**src/hdl/pc_pkg.sv**
```systemverilog
// shared constants, codes and controller/datapath structs for the path canonicalizer
// no dependencies
package pc_pkg;

    localparam int MAX_LEN     = 64;
    localparam int STACK_DEPTH = (MAX_LEN + 1) / 2;
    localparam int PTR_W       = $clog2(MAX_LEN + 1);
    localparam int ADDR_W      = (MAX_LEN > 1) ? $clog2(MAX_LEN) : 1;
    localparam int SCNT_W      = $clog2(STACK_DEPTH + 1);
    localparam int SIDX_W      = (STACK_DEPTH > 1) ? $clog2(STACK_DEPTH) : 1;
    localparam int LEN_W       = 7;
    localparam int LEN_SAT     = 127;

    localparam logic [7:0] CH_SLASH = 8'h2F;
    localparam logic [7:0] CH_DOT   = 8'h2E;

    typedef struct packed {
        logic take;       // request accepted, process its byte
        logic put_slash;  // store the leading slash of a new segment
        logic close;      // close the open segment at end of path
        logic rd;         // load the output register from the store
        logic next;       // advance the read pointer
        logic clear;      // return to reset state
    } pc_cmd_t;

    typedef struct packed {
        logic need_slash; // offered byte opens a segment, slash not yet stored
        logic empty;      // nothing kept, emit a lone slash
        logic at_end;     // read pointer is on the final stored byte
    } pc_status_t;

endpackage

```
**src/hdl/pc_in_if.sv**
```systemverilog
// input channel: one path byte per request with a last flag
// depends on nothing
interface pc_in_if;
    logic       valid;
    logic       ready;
    logic [7:0] path_byte;
    logic       is_last;

    modport source (output valid, output path_byte, output is_last, input ready);
    modport sink   (input valid, input path_byte, input is_last, output ready);
endinterface

```
**src/hdl/pc_out_if.sv**
```systemverilog
// output channel: one canonical path byte per request with last and overflow flags
// depends on nothing
interface pc_out_if;
    logic       valid;
    logic       ready;
    logic [7:0] out_byte;
    logic       out_last;
    logic       overflow;

    modport source (output valid, output out_byte, output out_last, output overflow,
                    input ready);
    modport sink   (input valid, input out_byte, input out_last, input overflow,
                    output ready);
endinterface

```
**src/hdl/path_canonicalizer.sv**
```systemverilog
// a path byte is accepted when offered; a byte that opens a segment first waits while its leading
// slash is stored; after the last byte the final segment is closed, then each output
// byte is read through the registered read port of the byte store and offered, the next
// only once it is taken; no new path is taken while the result burst is out
// reset: asynchronous, clears all control state; store and stack contents are not cleared
module path_canonicalizer (
    input logic      clk,
    input logic      rst_n,
    pc_in_if.sink    path,
    pc_out_if.source canon
);
    import pc_pkg::*;

    pc_cmd_t    cmd;
    pc_status_t status;

    pc_ctrl u_ctrl (
        .clk       (clk),
        .rst_n     (rst_n),
        .in_valid  (path.valid),
        .in_last   (path.is_last),
        .in_ready  (path.ready),
        .out_valid (canon.valid),
        .out_ready (canon.ready),
        .status    (status),
        .cmd       (cmd)
    );

    pc_datapath u_datapath (
        .clk      (clk),
        .rst_n    (rst_n),
        .in_byte  (path.path_byte),
        .cmd      (cmd),
        .status   (status),
        .out_byte (canon.out_byte),
        .out_last (canon.out_last),
        .overflow (canon.overflow)
    );

endmodule

```
**src/hdl/pc_ctrl.sv**
```systemverilog
// controller state machine: intake, final segment close and output burst
// depends on pc_pkg
module pc_ctrl (
    input  logic               clk,
    input  logic               rst_n,
    input  logic               in_valid,
    input  logic               in_last,
    output logic               in_ready,
    output logic               out_valid,
    input  logic               out_ready,
    input  pc_pkg::pc_status_t status,
    output pc_pkg::pc_cmd_t    cmd
);
    import pc_pkg::*;

    typedef enum logic [3:0] {
        ST_IDLE  = 4'b0001,
        ST_CLOSE = 4'b0010,
        ST_READ  = 4'b0100,
        ST_SEND  = 4'b1000
    } state_t;

    state_t state_reg, state_next;
    logic   final_byte;

    assign final_byte = status.empty | status.at_end;

    always_comb
    begin
        state_next = state_reg;
        cmd        = '0;
        in_ready   = 1'b0;
        out_valid  = 1'b0;
        case (state_reg)
            ST_IDLE:
            begin
                // a byte that opens a segment waits while its slash is stored
                if (in_valid && status.need_slash)
                begin
                    cmd.put_slash = 1'b1;
                end
                else
                begin
                    in_ready = 1'b1;
                    if (in_valid)
                    begin
                        cmd.take = 1'b1;
                        if (in_last)
                        begin
                            state_next = ST_CLOSE;
                        end
                    end
                end
            end
            ST_CLOSE:
            begin
                cmd.close  = 1'b1;
                state_next = ST_READ;
            end
            ST_READ:
            begin
                cmd.rd     = 1'b1;
                state_next = ST_SEND;
            end
            ST_SEND:
            begin
                out_valid = 1'b1;
                if (out_ready)
                begin
                    if (final_byte)
                    begin
                        cmd.clear  = 1'b1;
                        state_next = ST_IDLE;
                    end
                    else
                    begin
                        cmd.next   = 1'b1;
                        state_next = ST_READ;
                    end
                end
            end
            default:
            begin
                state_next = ST_IDLE;
            end
        endcase
    end

    always_ff @(posedge clk or negedge rst_n)
    begin
        if (!rst_n)
        begin
            state_reg <= ST_IDLE;
        end
        else
        begin
            state_reg <= state_next;
        end
    end

endmodule

```
**src/hdl/pc_datapath.sv**
```systemverilog
// datapath: byte store, segment start stack, segment tracking and output register
// depends on pc_pkg
module pc_datapath (
    input  logic               clk,
    input  logic               rst_n,
    input  logic [7:0]         in_byte,
    input  pc_pkg::pc_cmd_t    cmd,
    output pc_pkg::pc_status_t status,
    output logic [7:0]         out_byte,
    output logic               out_last,
    output logic               overflow
);
    import pc_pkg::*;

    logic [7:0]        store_mem [MAX_LEN];
    logic [ADDR_W-1:0] stack_mem [STACK_DEPTH];

    logic [PTR_W-1:0]  write_pos_reg, write_pos_next;
    logic [PTR_W-1:0]  seg_start_reg, seg_start_next;
    logic [LEN_W-1:0]  seg_len_reg, seg_len_next;
    logic [SCNT_W-1:0] stack_count_reg, stack_count_next;
    logic [PTR_W-1:0]  rd_ptr_reg, rd_ptr_next;
    logic              all_dots_reg, all_dots_next;
    logic              slash_seen_reg, slash_seen_next;
    logic              seg_open_reg, seg_open_next;
    logic              overflow_reg, overflow_next;
    logic [7:0]        out_byte_reg;
    logic [ADDR_W-1:0] stack_top_reg;

    logic              mem_we;
    logic [7:0]        mem_wdata;
    logic              push_we;
    logic              pop_en;
    logic              close_en;
    logic              room;
    logic              is_slash;

    assign room     = write_pos_reg < PTR_W'(MAX_LEN);
    assign is_slash = in_byte == CH_SLASH;

    assign status.need_slash = slash_seen_reg && !is_slash && seg_len_reg == '0
                               && !seg_open_reg;
    assign status.empty      = write_pos_reg == '0;
    assign status.at_end     = (rd_ptr_reg + PTR_W'(1)) == write_pos_reg;

    assign out_byte = out_byte_reg;
    assign out_last = status.empty | status.at_end;
    assign overflow = overflow_reg;

    always_comb
    begin
        write_pos_next   = write_pos_reg;
        seg_start_next   = seg_start_reg;
        seg_len_next     = seg_len_reg;
        stack_count_next = stack_count_reg;
        rd_ptr_next      = rd_ptr_reg;
        all_dots_next    = all_dots_reg;
        slash_seen_next  = slash_seen_reg;
        seg_open_next    = seg_open_reg;
        overflow_next    = overflow_reg;
        mem_we           = 1'b0;
        mem_wdata        = in_byte;
        push_we          = 1'b0;
        pop_en           = 1'b0;
        close_en         = cmd.close | (cmd.take & slash_seen_reg & is_slash);

        if (cmd.put_slash)
        begin
            seg_start_next = write_pos_reg;
            seg_open_next  = 1'b1;
            mem_wdata      = CH_SLASH;
            if (room)
            begin
                mem_we         = 1'b1;
                write_pos_next = write_pos_reg + PTR_W'(1);
            end
            else
            begin
                overflow_next = 1'b1;
            end
        end

        if (cmd.take)
        begin
            if (!slash_seen_reg)
            begin
                // bytes ahead of the first slash are ignored
                if (is_slash)
                begin
                    slash_seen_next = 1'b1;
                end
            end
            else if (!is_slash)
            begin
                if (room)
                begin
                    mem_we         = 1'b1;
                    write_pos_next = write_pos_reg + PTR_W'(1);
                end
                else
                begin
                    overflow_next = 1'b1;
                end
                if (in_byte != CH_DOT)
                begin
                    all_dots_next = 1'b0;
                end
                if (seg_len_reg < LEN_W'(LEN_SAT))
                begin
                    seg_len_next = seg_len_reg + LEN_W'(1);
                end
                seg_open_next = 1'b0;
            end
        end

        if (close_en && seg_len_reg != '0)
        begin
            if (all_dots_reg && seg_len_reg == LEN_W'(1))
            begin
                write_pos_next = seg_start_reg;
            end
            else if (all_dots_reg && seg_len_reg == LEN_W'(2))
            begin
                // parent segment: pop back to its leading slash
                if (stack_count_reg != '0)
                begin
                    pop_en           = 1'b1;
                    stack_count_next = stack_count_reg - SCNT_W'(1);
                    write_pos_next   = PTR_W'(stack_top_reg);
                end
                else
                begin
                    write_pos_next = seg_start_reg;
                end
            end
            else if (seg_start_reg < PTR_W'(MAX_LEN))
            begin
                if (stack_count_reg < SCNT_W'(STACK_DEPTH))
                begin
                    push_we          = 1'b1;
                    stack_count_next = stack_count_reg + SCNT_W'(1);
                end
                else
                begin
                    overflow_next = 1'b1;
                end
            end
            seg_len_next  = '0;
            all_dots_next = 1'b1;
            seg_open_next = 1'b0;
        end

        if (cmd.next)
        begin
            rd_ptr_next = rd_ptr_reg + PTR_W'(1);
        end

        if (cmd.clear)
        begin
            write_pos_next   = '0;
            seg_start_next   = '0;
            seg_len_next     = '0;
            stack_count_next = '0;
            rd_ptr_next      = '0;
            all_dots_next    = 1'b1;
            slash_seen_next  = 1'b0;
            seg_open_next    = 1'b0;
            overflow_next    = 1'b0;
        end
    end

    always_ff @(posedge clk or negedge rst_n)
    begin
        if (!rst_n)
        begin
            write_pos_reg   <= '0;
            seg_start_reg   <= '0;
            seg_len_reg     <= '0;
            stack_count_reg <= '0;
            rd_ptr_reg      <= '0;
            all_dots_reg    <= 1'b1;
            slash_seen_reg  <= 1'b0;
            seg_open_reg    <= 1'b0;
            overflow_reg    <= 1'b0;
        end
        else
        begin
            write_pos_reg   <= write_pos_next;
            seg_start_reg   <= seg_start_next;
            seg_len_reg     <= seg_len_next;
            stack_count_reg <= stack_count_next;
            rd_ptr_reg      <= rd_ptr_next;
            all_dots_reg    <= all_dots_next;
            slash_seen_reg  <= slash_seen_next;
            seg_open_reg    <= seg_open_next;
            overflow_reg    <= overflow_next;
        end
    end

    always_ff @(posedge clk)
    begin
        if (mem_we)
        begin
            store_mem[write_pos_reg[ADDR_W-1:0]] <= mem_wdata;
        end
        if (cmd.rd)
        begin
            out_byte_reg <= status.empty ? CH_SLASH : store_mem[rd_ptr_reg[ADDR_W-1:0]];
        end
    end

    // top entry kept in a register, refilled from the entry below it on a pop
    always_ff @(posedge clk)
    begin
        if (push_we)
        begin
            stack_mem[SIDX_W'(stack_count_reg)] <= seg_start_reg[ADDR_W-1:0];
            stack_top_reg                       <= seg_start_reg[ADDR_W-1:0];
        end
        else if (pop_en)
        begin
            stack_top_reg <= stack_mem[SIDX_W'(stack_count_reg - SCNT_W'(2))];
        end
    end

endmodule

```
**src/flat_wrapper.sv**
```systemverilog
// flat-port wrapper written by rule: the top's interface ports become plain ports
module path_canonicalizer_flat import pc_pkg::*;
  (clk, rst_n, path_valid, path_path_byte, path_is_last, path_ready, canon_valid, canon_out_byte, canon_out_last, canon_overflow, canon_ready);
  pc_in_if path_i ();
  pc_out_if canon_i ();
  input logic clk;
  input logic rst_n;
  input wire logic [$bits(path_i.valid)-1:0] path_valid;
  input wire logic [$bits(path_i.path_byte)-1:0] path_path_byte;
  input wire logic [$bits(path_i.is_last)-1:0] path_is_last;
  output wire logic [$bits(path_i.ready)-1:0] path_ready;
  output wire logic [$bits(canon_i.valid)-1:0] canon_valid;
  output wire logic [$bits(canon_i.out_byte)-1:0] canon_out_byte;
  output wire logic [$bits(canon_i.out_last)-1:0] canon_out_last;
  output wire logic [$bits(canon_i.overflow)-1:0] canon_overflow;
  input wire logic [$bits(canon_i.ready)-1:0] canon_ready;
  assign path_i.valid = path_valid;
  assign path_i.path_byte = path_path_byte;
  assign path_i.is_last = path_is_last;
  assign path_ready = path_i.ready;
  assign canon_valid = canon_i.valid;
  assign canon_out_byte = canon_i.out_byte;
  assign canon_out_last = canon_i.out_last;
  assign canon_overflow = canon_i.overflow;
  assign canon_i.ready = canon_ready;
  path_canonicalizer u_core (.clk(clk), .rst_n(rst_n), .path(path_i), .canon(canon_i));
endmodule
```
**config.mk**
```make
export PLATFORM = sky130hd
export DESIGN_NAME = path_canonicalizer_flat
export DESIGN_NICKNAME = d
export VERILOG_FILES = /design/src/hdl/pc_pkg.sv /design/src/hdl/pc_in_if.sv /design/src/hdl/pc_out_if.sv /design/src/hdl/path_canonicalizer.sv /design/src/hdl/pc_ctrl.sv /design/src/hdl/pc_datapath.sv /design/src/flat_wrapper.sv
export SDC_FILE = /design/constraint.sdc
export NUM_CORES = 1
export LEC_CHECK = 0
export BUFFER_PORTS_ARGS = -buffer_cell sky130_fd_sc_hd__buf_2
export CAP_MARGIN = 20
export CORE_UTILIZATION = 45
export DETAILED_ROUTE_END_ITERATION = 6
export PLACE_DENSITY = 0.73
export SYNTH_ARGS = -nofsm -noshare
export SYNTH_HDL_FRONTEND = slang
export SYNTH_SLANG_ARGS = --single-unit
```
**constraint.sdc**
```tcl
create_clock -name clk -period 2.9 [get_ports clk]
set_clock_uncertainty 0.2 [all_clocks]
set_input_delay 0.58 -clock clk [delete_from_list [all_inputs] [get_ports clk]]
set_output_delay 0.58 -clock clk [all_outputs]
set_load 0.02 [all_outputs]
```
==> After elaboration in Yosys (flattened, before gate mapping) <==
Memory sizes are Yosys's and may differ from the RTL's. A register that Yosys moved wholly into a read port is not among the register bits.
Cells that the tools add are included.
{ "word_totals": {"reg_bits": 48, "ramBits": 704, "in_bits": 13, "out_inout_bits": 12, "elab_cells": 168, "mem_count": 2} }
{ "memory_table": {"columns": ["memory", "depth", "word_bits", "rd", "rd_clocked_by_memory_dff", "wr", "line_no", "rtl"], "rows": [
  ["u_core.u_datapath.store_mem", 64, 8, 1, 1, 1, "pc_datapath.sv:15", "logic [7:0] store_mem [MAX_LEN];"],
  ["u_core.u_datapath.stack_mem", 32, 6, 1, 0, 1, "pc_datapath.sv:16", "logic [ADDR_W-1:0] stack_mem [STACK_DEPTH];"]
]} }
{ "op_classes": {"add_sub_neg": 6, "order_cmp": 4, "n_eq_ne": 16, "n_mux": 97, "n_bitwise": 4, "n_reduce_logical": 28} }
{ "op_table": {"columns": ["cell", "count"], "rows": [
  ["$mux W7", 21],
  ["$mux W1", 57],
  ["$mux W6", 9],
  ["$add A7 B1 Y7 const B", 3],
  ["$lt A7 B7 Y1 const B", 3],
  ["$reduce_bool A3 Y1", 6],
  ["$mux W4", 4],
  ["$pmux W4 S4", 1],
  ["$logic_not A7 Y1", 2],
  ["$reduce_and A4 Y1", 3],
  ["$reduce_bool A2 Y1", 5],
  ["$eq A8 B6 Y1 const B", 1],
  ["$mux W8", 1],
  ["$ne A2 B2 Y1 const B", 4],
  ["$ne A8 B6 Y1 const B", 1],
  ["$eq A7 B1 Y1 const B", 1],
  ["$eq A7 B2 Y1 const B", 1],
  ["$eq A7 B7 Y1", 1],
  ["$logic_and A1 B1 Y1", 7],
  ["$reduce_bool A7 Y1", 1],
  ["$add A6 B1 Y6 const B", 1],
  ["$lt A6 B6 Y1 const B", 1],
  ["$mux W2", 3],
  ["$ne A3 B1 Y1 const B", 2],
  ["other kinds (13)", 16]
]} }

==> Logic depth before layout (Yosys ltp) <==
{ "logic_depth": {"ltp_word": 19, "ltp_mapped": 12} }

==> Cells and area by module <==
Synthesis repeated with hierarchy kept, for this count alone.
{ "hier_totals": {"cells_unflattened": 1569, "area_unflattened_um2": 30614.4} }
{ "modules_own_cells": {"columns": ["mod", "n_inst", "cells_each", "area_per_inst_um2"], "rows": [
  ["pc_datapath", 1, 1533, 30304.1],
  ["pc_ctrl", 1, 36, 310.3]
]} }

==> Least setup slack after synthesis <==
OpenSTA, ideal clock, no wires.
{ "synth_timing": {"kind": "input port to flip-flop", "start": "input path_path_byte[4]", "end": "memory u_core.u_datapath.store_mem[0][4] (data pin)", "setup_time_ps": 368, "arrival_ps": 2694, "slack_ps": -361, "cell_stages": 7, "path_buffers": 2, "cell_sequence": "nor4b_2 and3_1 buf_2 nor4b_1 nand3_1 buf_2 and2_1"} }
{ "synth_between": {"elab_chain_len": 9} }
{ "synth_rtl": {"columns": ["element", "line_no", "rtl"], "rows": [
  ["start: declaration", "flat_wrapper.sv:9", "input wire logic [$bits(path_i.path_byte)-1:0] path_path_byte;"],
  ["$eq A8 B6 Y1", "pc_datapath.sv:39", "assign is_slash = in_byte == CH_SLASH;"],
  ["$logic_not A1 Y1", null, null],
  ["$logic_and A1 B1 Y1 (2 in a row)", "pc_datapath.sv:41", "assign status.need_slash = slash_seen_reg && !is_slash && seg_len_reg == '0"],
  ["$logic_and A1 B1 Y1", "pc_datapath.sv:42", "&& !seg_open_reg;"],
  ["$logic_and A1 B1 Y1", "pc_ctrl.sv:38", "if (in_valid && status.need_slash)"],
  ["$mux W1", "pc_ctrl.sv:38", null],
  ["$mux W2", "pc_ctrl.sv:34", "case (state_reg)"],
  ["$mux W8 (*)", "pc_datapath.sv:67", "if (cmd.put_slash)"],
  ["named net u_core.u_datapath.mem_wdata[4]", "pc_datapath.sv:31", "logic [7:0] mem_wdata;"],
  ["end: declaration", "pc_datapath.sv:15", null]
]} }
The timed path passes the listed nets; every way through them passes the cells marked *.

==> Worst setup path in the final report <==
{ "layout_timing": {"start": "register u_core.u_datapath.rd_ptr_reg[1]", "end": "output canon_out_last"} }
{ "layout_between": {"elab_chain_len": 3} }
{ "layout_rtl": {"columns": ["element", "line_no", "rtl"], "rows": [
  ["start: declaration", "pc_datapath.sv:22", "logic [PTR_W-1:0] rd_ptr_reg, rd_ptr_next;"],
  ["start signal: assignment", "pc_datapath.sv:192", "rd_ptr_reg <= rd_ptr_next;"],
  ["$add A7 B1 Y7", "pc_datapath.sv:44", "assign status.at_end = (rd_ptr_reg + PTR_W'(1)) == write_pos_reg;"],
  ["$eq A7 B7 Y1", "pc_datapath.sv:44", null],
  ["$or A1 B1 Y1", "pc_datapath.sv:47", "assign out_last = status.empty | status.at_end;"],
  ["end: declaration", "flat_wrapper.sv:14", "output wire logic [$bits(canon_i.out_last)-1:0] canon_out_last;"]
]} }
No other way between the ends.

==> reports/qor.tcl <==
set qor(run_status) {finished with violations}
set qor(failed_checks) {negative setup slack}
set qor(drc) 0
set qor(clk_root_buffer_cell) {clkbuf_16}
set qor(die_height_um) 263.6
set qor(timing.final.hold_violations) 0
set qor(synth_top_area_cell) {edfxtp_1}
set qor(drt-vias-per-instance) 5.912
set qor(floorplan.rows) 95
set qor(synth.top_cells.by_count) {718 x edfxtp_1, 209 x mux4_2, 136 x nor2_1}
set qor(type_of_the_worst_setup_path) {flip-flop to output pin}
set qor(net-switching-power_mw) 6.252
set qor(combinational_cell_fraction_of_total_power) 0.149
set qor(synth_fp_nets) 1567
set qor(multiInputGateArea_mm2) 0.008030
set qor(synthArstFlopShare) 0.05526
set qor(crit_fanout) 5
set qor(clock_tree_from_tritoncts) {yes}
set qor(use_met3) 0.03349
set qor(power.share.switching) 0.2425
set qor(placedInstanceArea_mm2) 0.03317
set qor(grt_pass1_vias) 16216
set qor(synth-edff-count) 718
set qor(tritoncts_num_sinks) 760
set qor(leakagePower_nw) 11.67
set qor(sequential_share_of_power) 0.481
set qor(die_x_um) 263.6
set qor(io_pins) 25
set qor(flow.area_growth_from_synthesis_pct) 18.64
set qor(required_ps) 2120
set qor(crit_path_launch_type) {flip-flop}
set qor(mappedNetlistArea_mm2) 0.03079
set qor(timing.critical_path.arrival_ps) 2440
set qor(post-route-period-util) 1.110
set qor(place.detailed.hpwl_mm) 42.45
set qor(grtUsageMet1) 0.2786
set qor(finalInstanceArea_mm2) 0.03653
set qor(globalRouteMet2Util) 0.3262
set qor(clock_power_share) 0.370
set qor(cellPowerDensity_mw_per_mm2) 705.7
set qor(ff2ff_path_depth) 7
set qor(grt_antenna_before_repair) 0
set qor(layout.filler_cells) 4914
set qor(globalRoute.busiestLayer) {met2}
set qor(drv_cap) 0
set qor(register_area_mm2) 0.02264
set qor(min_from) {path_is_last}
set qor(count_of_vias_placed_by_the_detailed_router) 15981
set qor(first_iter_violations) 1861
set qor(synthFlopType) {edfxtp_1}
set qor(initial_utilization) 0.4569
set qor(slew_viol_final) 0
set qor(fp.dieArea_mm2) 0.06947
set qor(grt_pass1_wl_mm) 103.8
set qor(timing_startpoint_of_the_critical_path) {u_core.u_datapath.rd_ptr_reg[1]}
set qor(layout.cells.non_filler) 2703
set qor(finalSetupTns_ps) -417.1
set qor(worstReg2RegStart) {u_core.u_datapath.rd_ptr_reg[0]}
set qor(p_int_mw) 19.53
set qor(first_pass_iters) 5
set qor(grt_max_degree) 65
set qor(final_period_minus_worst_setup_slack_ps) 3218
set qor(post-synth-top-area-fraction) 0.7002
set qor(yosys_warnings) 0
set qor(fin_ws_ps) -318.1
set qor(utilization) 0.5420
set qor(coreArea_mm2) 0.06740
set qor(grt_setup_unrepaired) {yes}
set qor(placed_instances) 2524
set qor(yosysMostFrequentCell) {edfxtp_1}
set qor(yosys-top-cells-area) {edfxtp_1 70%, mux4_2 15%, dfrtp_1 3.3%}
set qor(pre_cts_slack_ps) -386.9
set qor(fmaxAchievable_mhz) 310.7
set qor(peakVddDrop_mv) 0.5678
set qor(clk_pin_slew_worst_paths_ps) 70
set qor(post_drt_wl_per_cell_um) 25.82
set qor(final-setup-viol-count) 4
set qor(post_synth_inst_count) 1540
set qor(final_net_count) 1800
set qor(grt_overflow) 0
set qor(slew-limit-headroom) 0.5041
set qor(clk_path_buf_depth) 3
set qor(drive_above_1_share) 0.3603
set qor(gp_congestion) 0.8611
set qor(ant_nets) 0
set qor(worst_hold_path.num_cells) 2
set qor(grt_util_all_layers) 0.1996
set qor(type_of_element_capturing_the_critical_path) {output pin}
set qor(synth-seq-cells) 760
set qor(timing_worst_slew_pin_value_ps) 743.9
set qor(ys_types) 71
set qor(largest_reg_flops) 512
set qor(seq_area_frac_synth) 0.7344
set qor(hp-class) {input pin to flip-flop}
set qor(portbufs) 24
set qor(clk-insertion-delay-late_ps) 630
set qor(cts_inserted_buffers) 76
set qor(mean_cell_area_of_the_mapped_netlist_um2) 19.99
set qor(cts_htree_levels) 3
set qor(routed_wirelength_mm) 69.78
-- layout make-up --
class                      instances  area share
multi-input combinational        681      0.2198
clock buffer                     102     0.05617
antenna                            1  0.00006850
sequential                       760      0.6197
inverter                          14    0.001439
clock inverter                    32    0.009899
tap                              873     0.02990
timing repair buffer             240     0.06299
-- cell families (layout without fill, tap and decap cells) --
logic type | Yosys count | count (layout) | synth area share
AO/OA/AOI/OAI | 104 | 104 | 0.02211
XOR/XNOR | 26 | 26 | 0.008087
adder cells (fa/ha/maj) | 14 | 14 | 0.005933
buffers and inverters | 99 | 388 | 0.01666
flip-flops | 760 | 760 | 0.7344
multiplexers | 245 | 245 | 0.1646
other | 0 | 1 | 0
AND/OR/NAND/NOR | 292 | 292 | 0.04815
-- metrics by stage --
| stage | hold WS [ps] | power (mW) |
|---|---|---|
| 3_5_place_dp | 232.1 | 16.14 |
| 3_3_place_gp | 224.3 | 16.08 |
| 2_1_floorplan | 84.41 | 15.09 |
| 4_1_cts | 49.55 | 25.73 |
| 5_1_grt | 66.49 | 26.64 |
| 6_report | 79.67 | 25.78 |
-- cell usage in the layout (no fill, tap or decap), types with 6 or more instances in the layout --
master and n:
nor2_2 25, nor2_4 10, nor2_1 101, buf_6 11, nand3b_1 6, mux2i_1 34, a211oi_2 6, buf_2 23
dfrtp_1 29, mux4_2 209, ha_1 11, buf_12 24, nor3_1 10, nand2_1 39, buf_4 170, clkinv_1 9
a21oi_1 27, nand3_1 22, and3_1 9, edfxtp_1 718, nand2b_1 6, or3_1 7, clkbuf_1 23, inv_1 14
o22ai_1 11, clkbuf_16 83, o21ai_0 13, xor2_1 10, clkinv_2 7, xnor2_1 14, dfrtp_2 7
-- critical path, stage by stage (launching register included) --
cell	delay (ps)
dfrtp_4	540
buf_16	150
and4_4	200
o21ai_0	280
a31o_1	260
a31o_4	230
buf_6	140
-- power groups by stage --
| stage | combinational, mW | clock (mW) | sequential [mW] |
|---|---|---|---|
| 2_1_floorplan | 2.54 | 0 | 12.5 |
| 3_3_place_gp | 3.46 | 0 | 12.6 |
| 3_5_place_dp | 3.51 | 0 | 12.6 |
| 4_1_cts | 3.66 | 9.67 | 12.4 |
| 5_1_grt | 4.12 | 10.1 | 12.4 |
| 6_report | 3.85 | 9.53 | 12.4 |
-- routing by layer --
metal	up-vias	share of wire
met5	-	0
met4	0	0.025
met3	135	0.070
met2	724	0.50
met1	8342	0.40
li1	6780	-
-- path summary, 6_finish.rpt --
kind	end	slack, ps
worst max-delay path	canon_out_last	-320
worst min-delay path	u_core.u_ctrl.state_reg[1]	80
worst max register to register	u_core.u_datapath.out_byte[5]	-40
worst min register to register	u_core.u_datapath.all_dots_reg	340
max in group asynchronous	u_core.u_datapath.all_dots_reg	1740
min in group asynchronous	u_core.u_datapath.seg_len_reg[1]	150
-- repair_timing --
item                                    4_1_cts  5_1_grt
resized for setup                            41       74
pin swaps                                    10        9
setup buffers                                14       21
endpoints found under the setup margin      293      386
endpoints found under the hold margin        40        0
hold buffers                                  1        0
cloned                                        2        6
No activity file was read; power rests on OpenSTA's default activity.
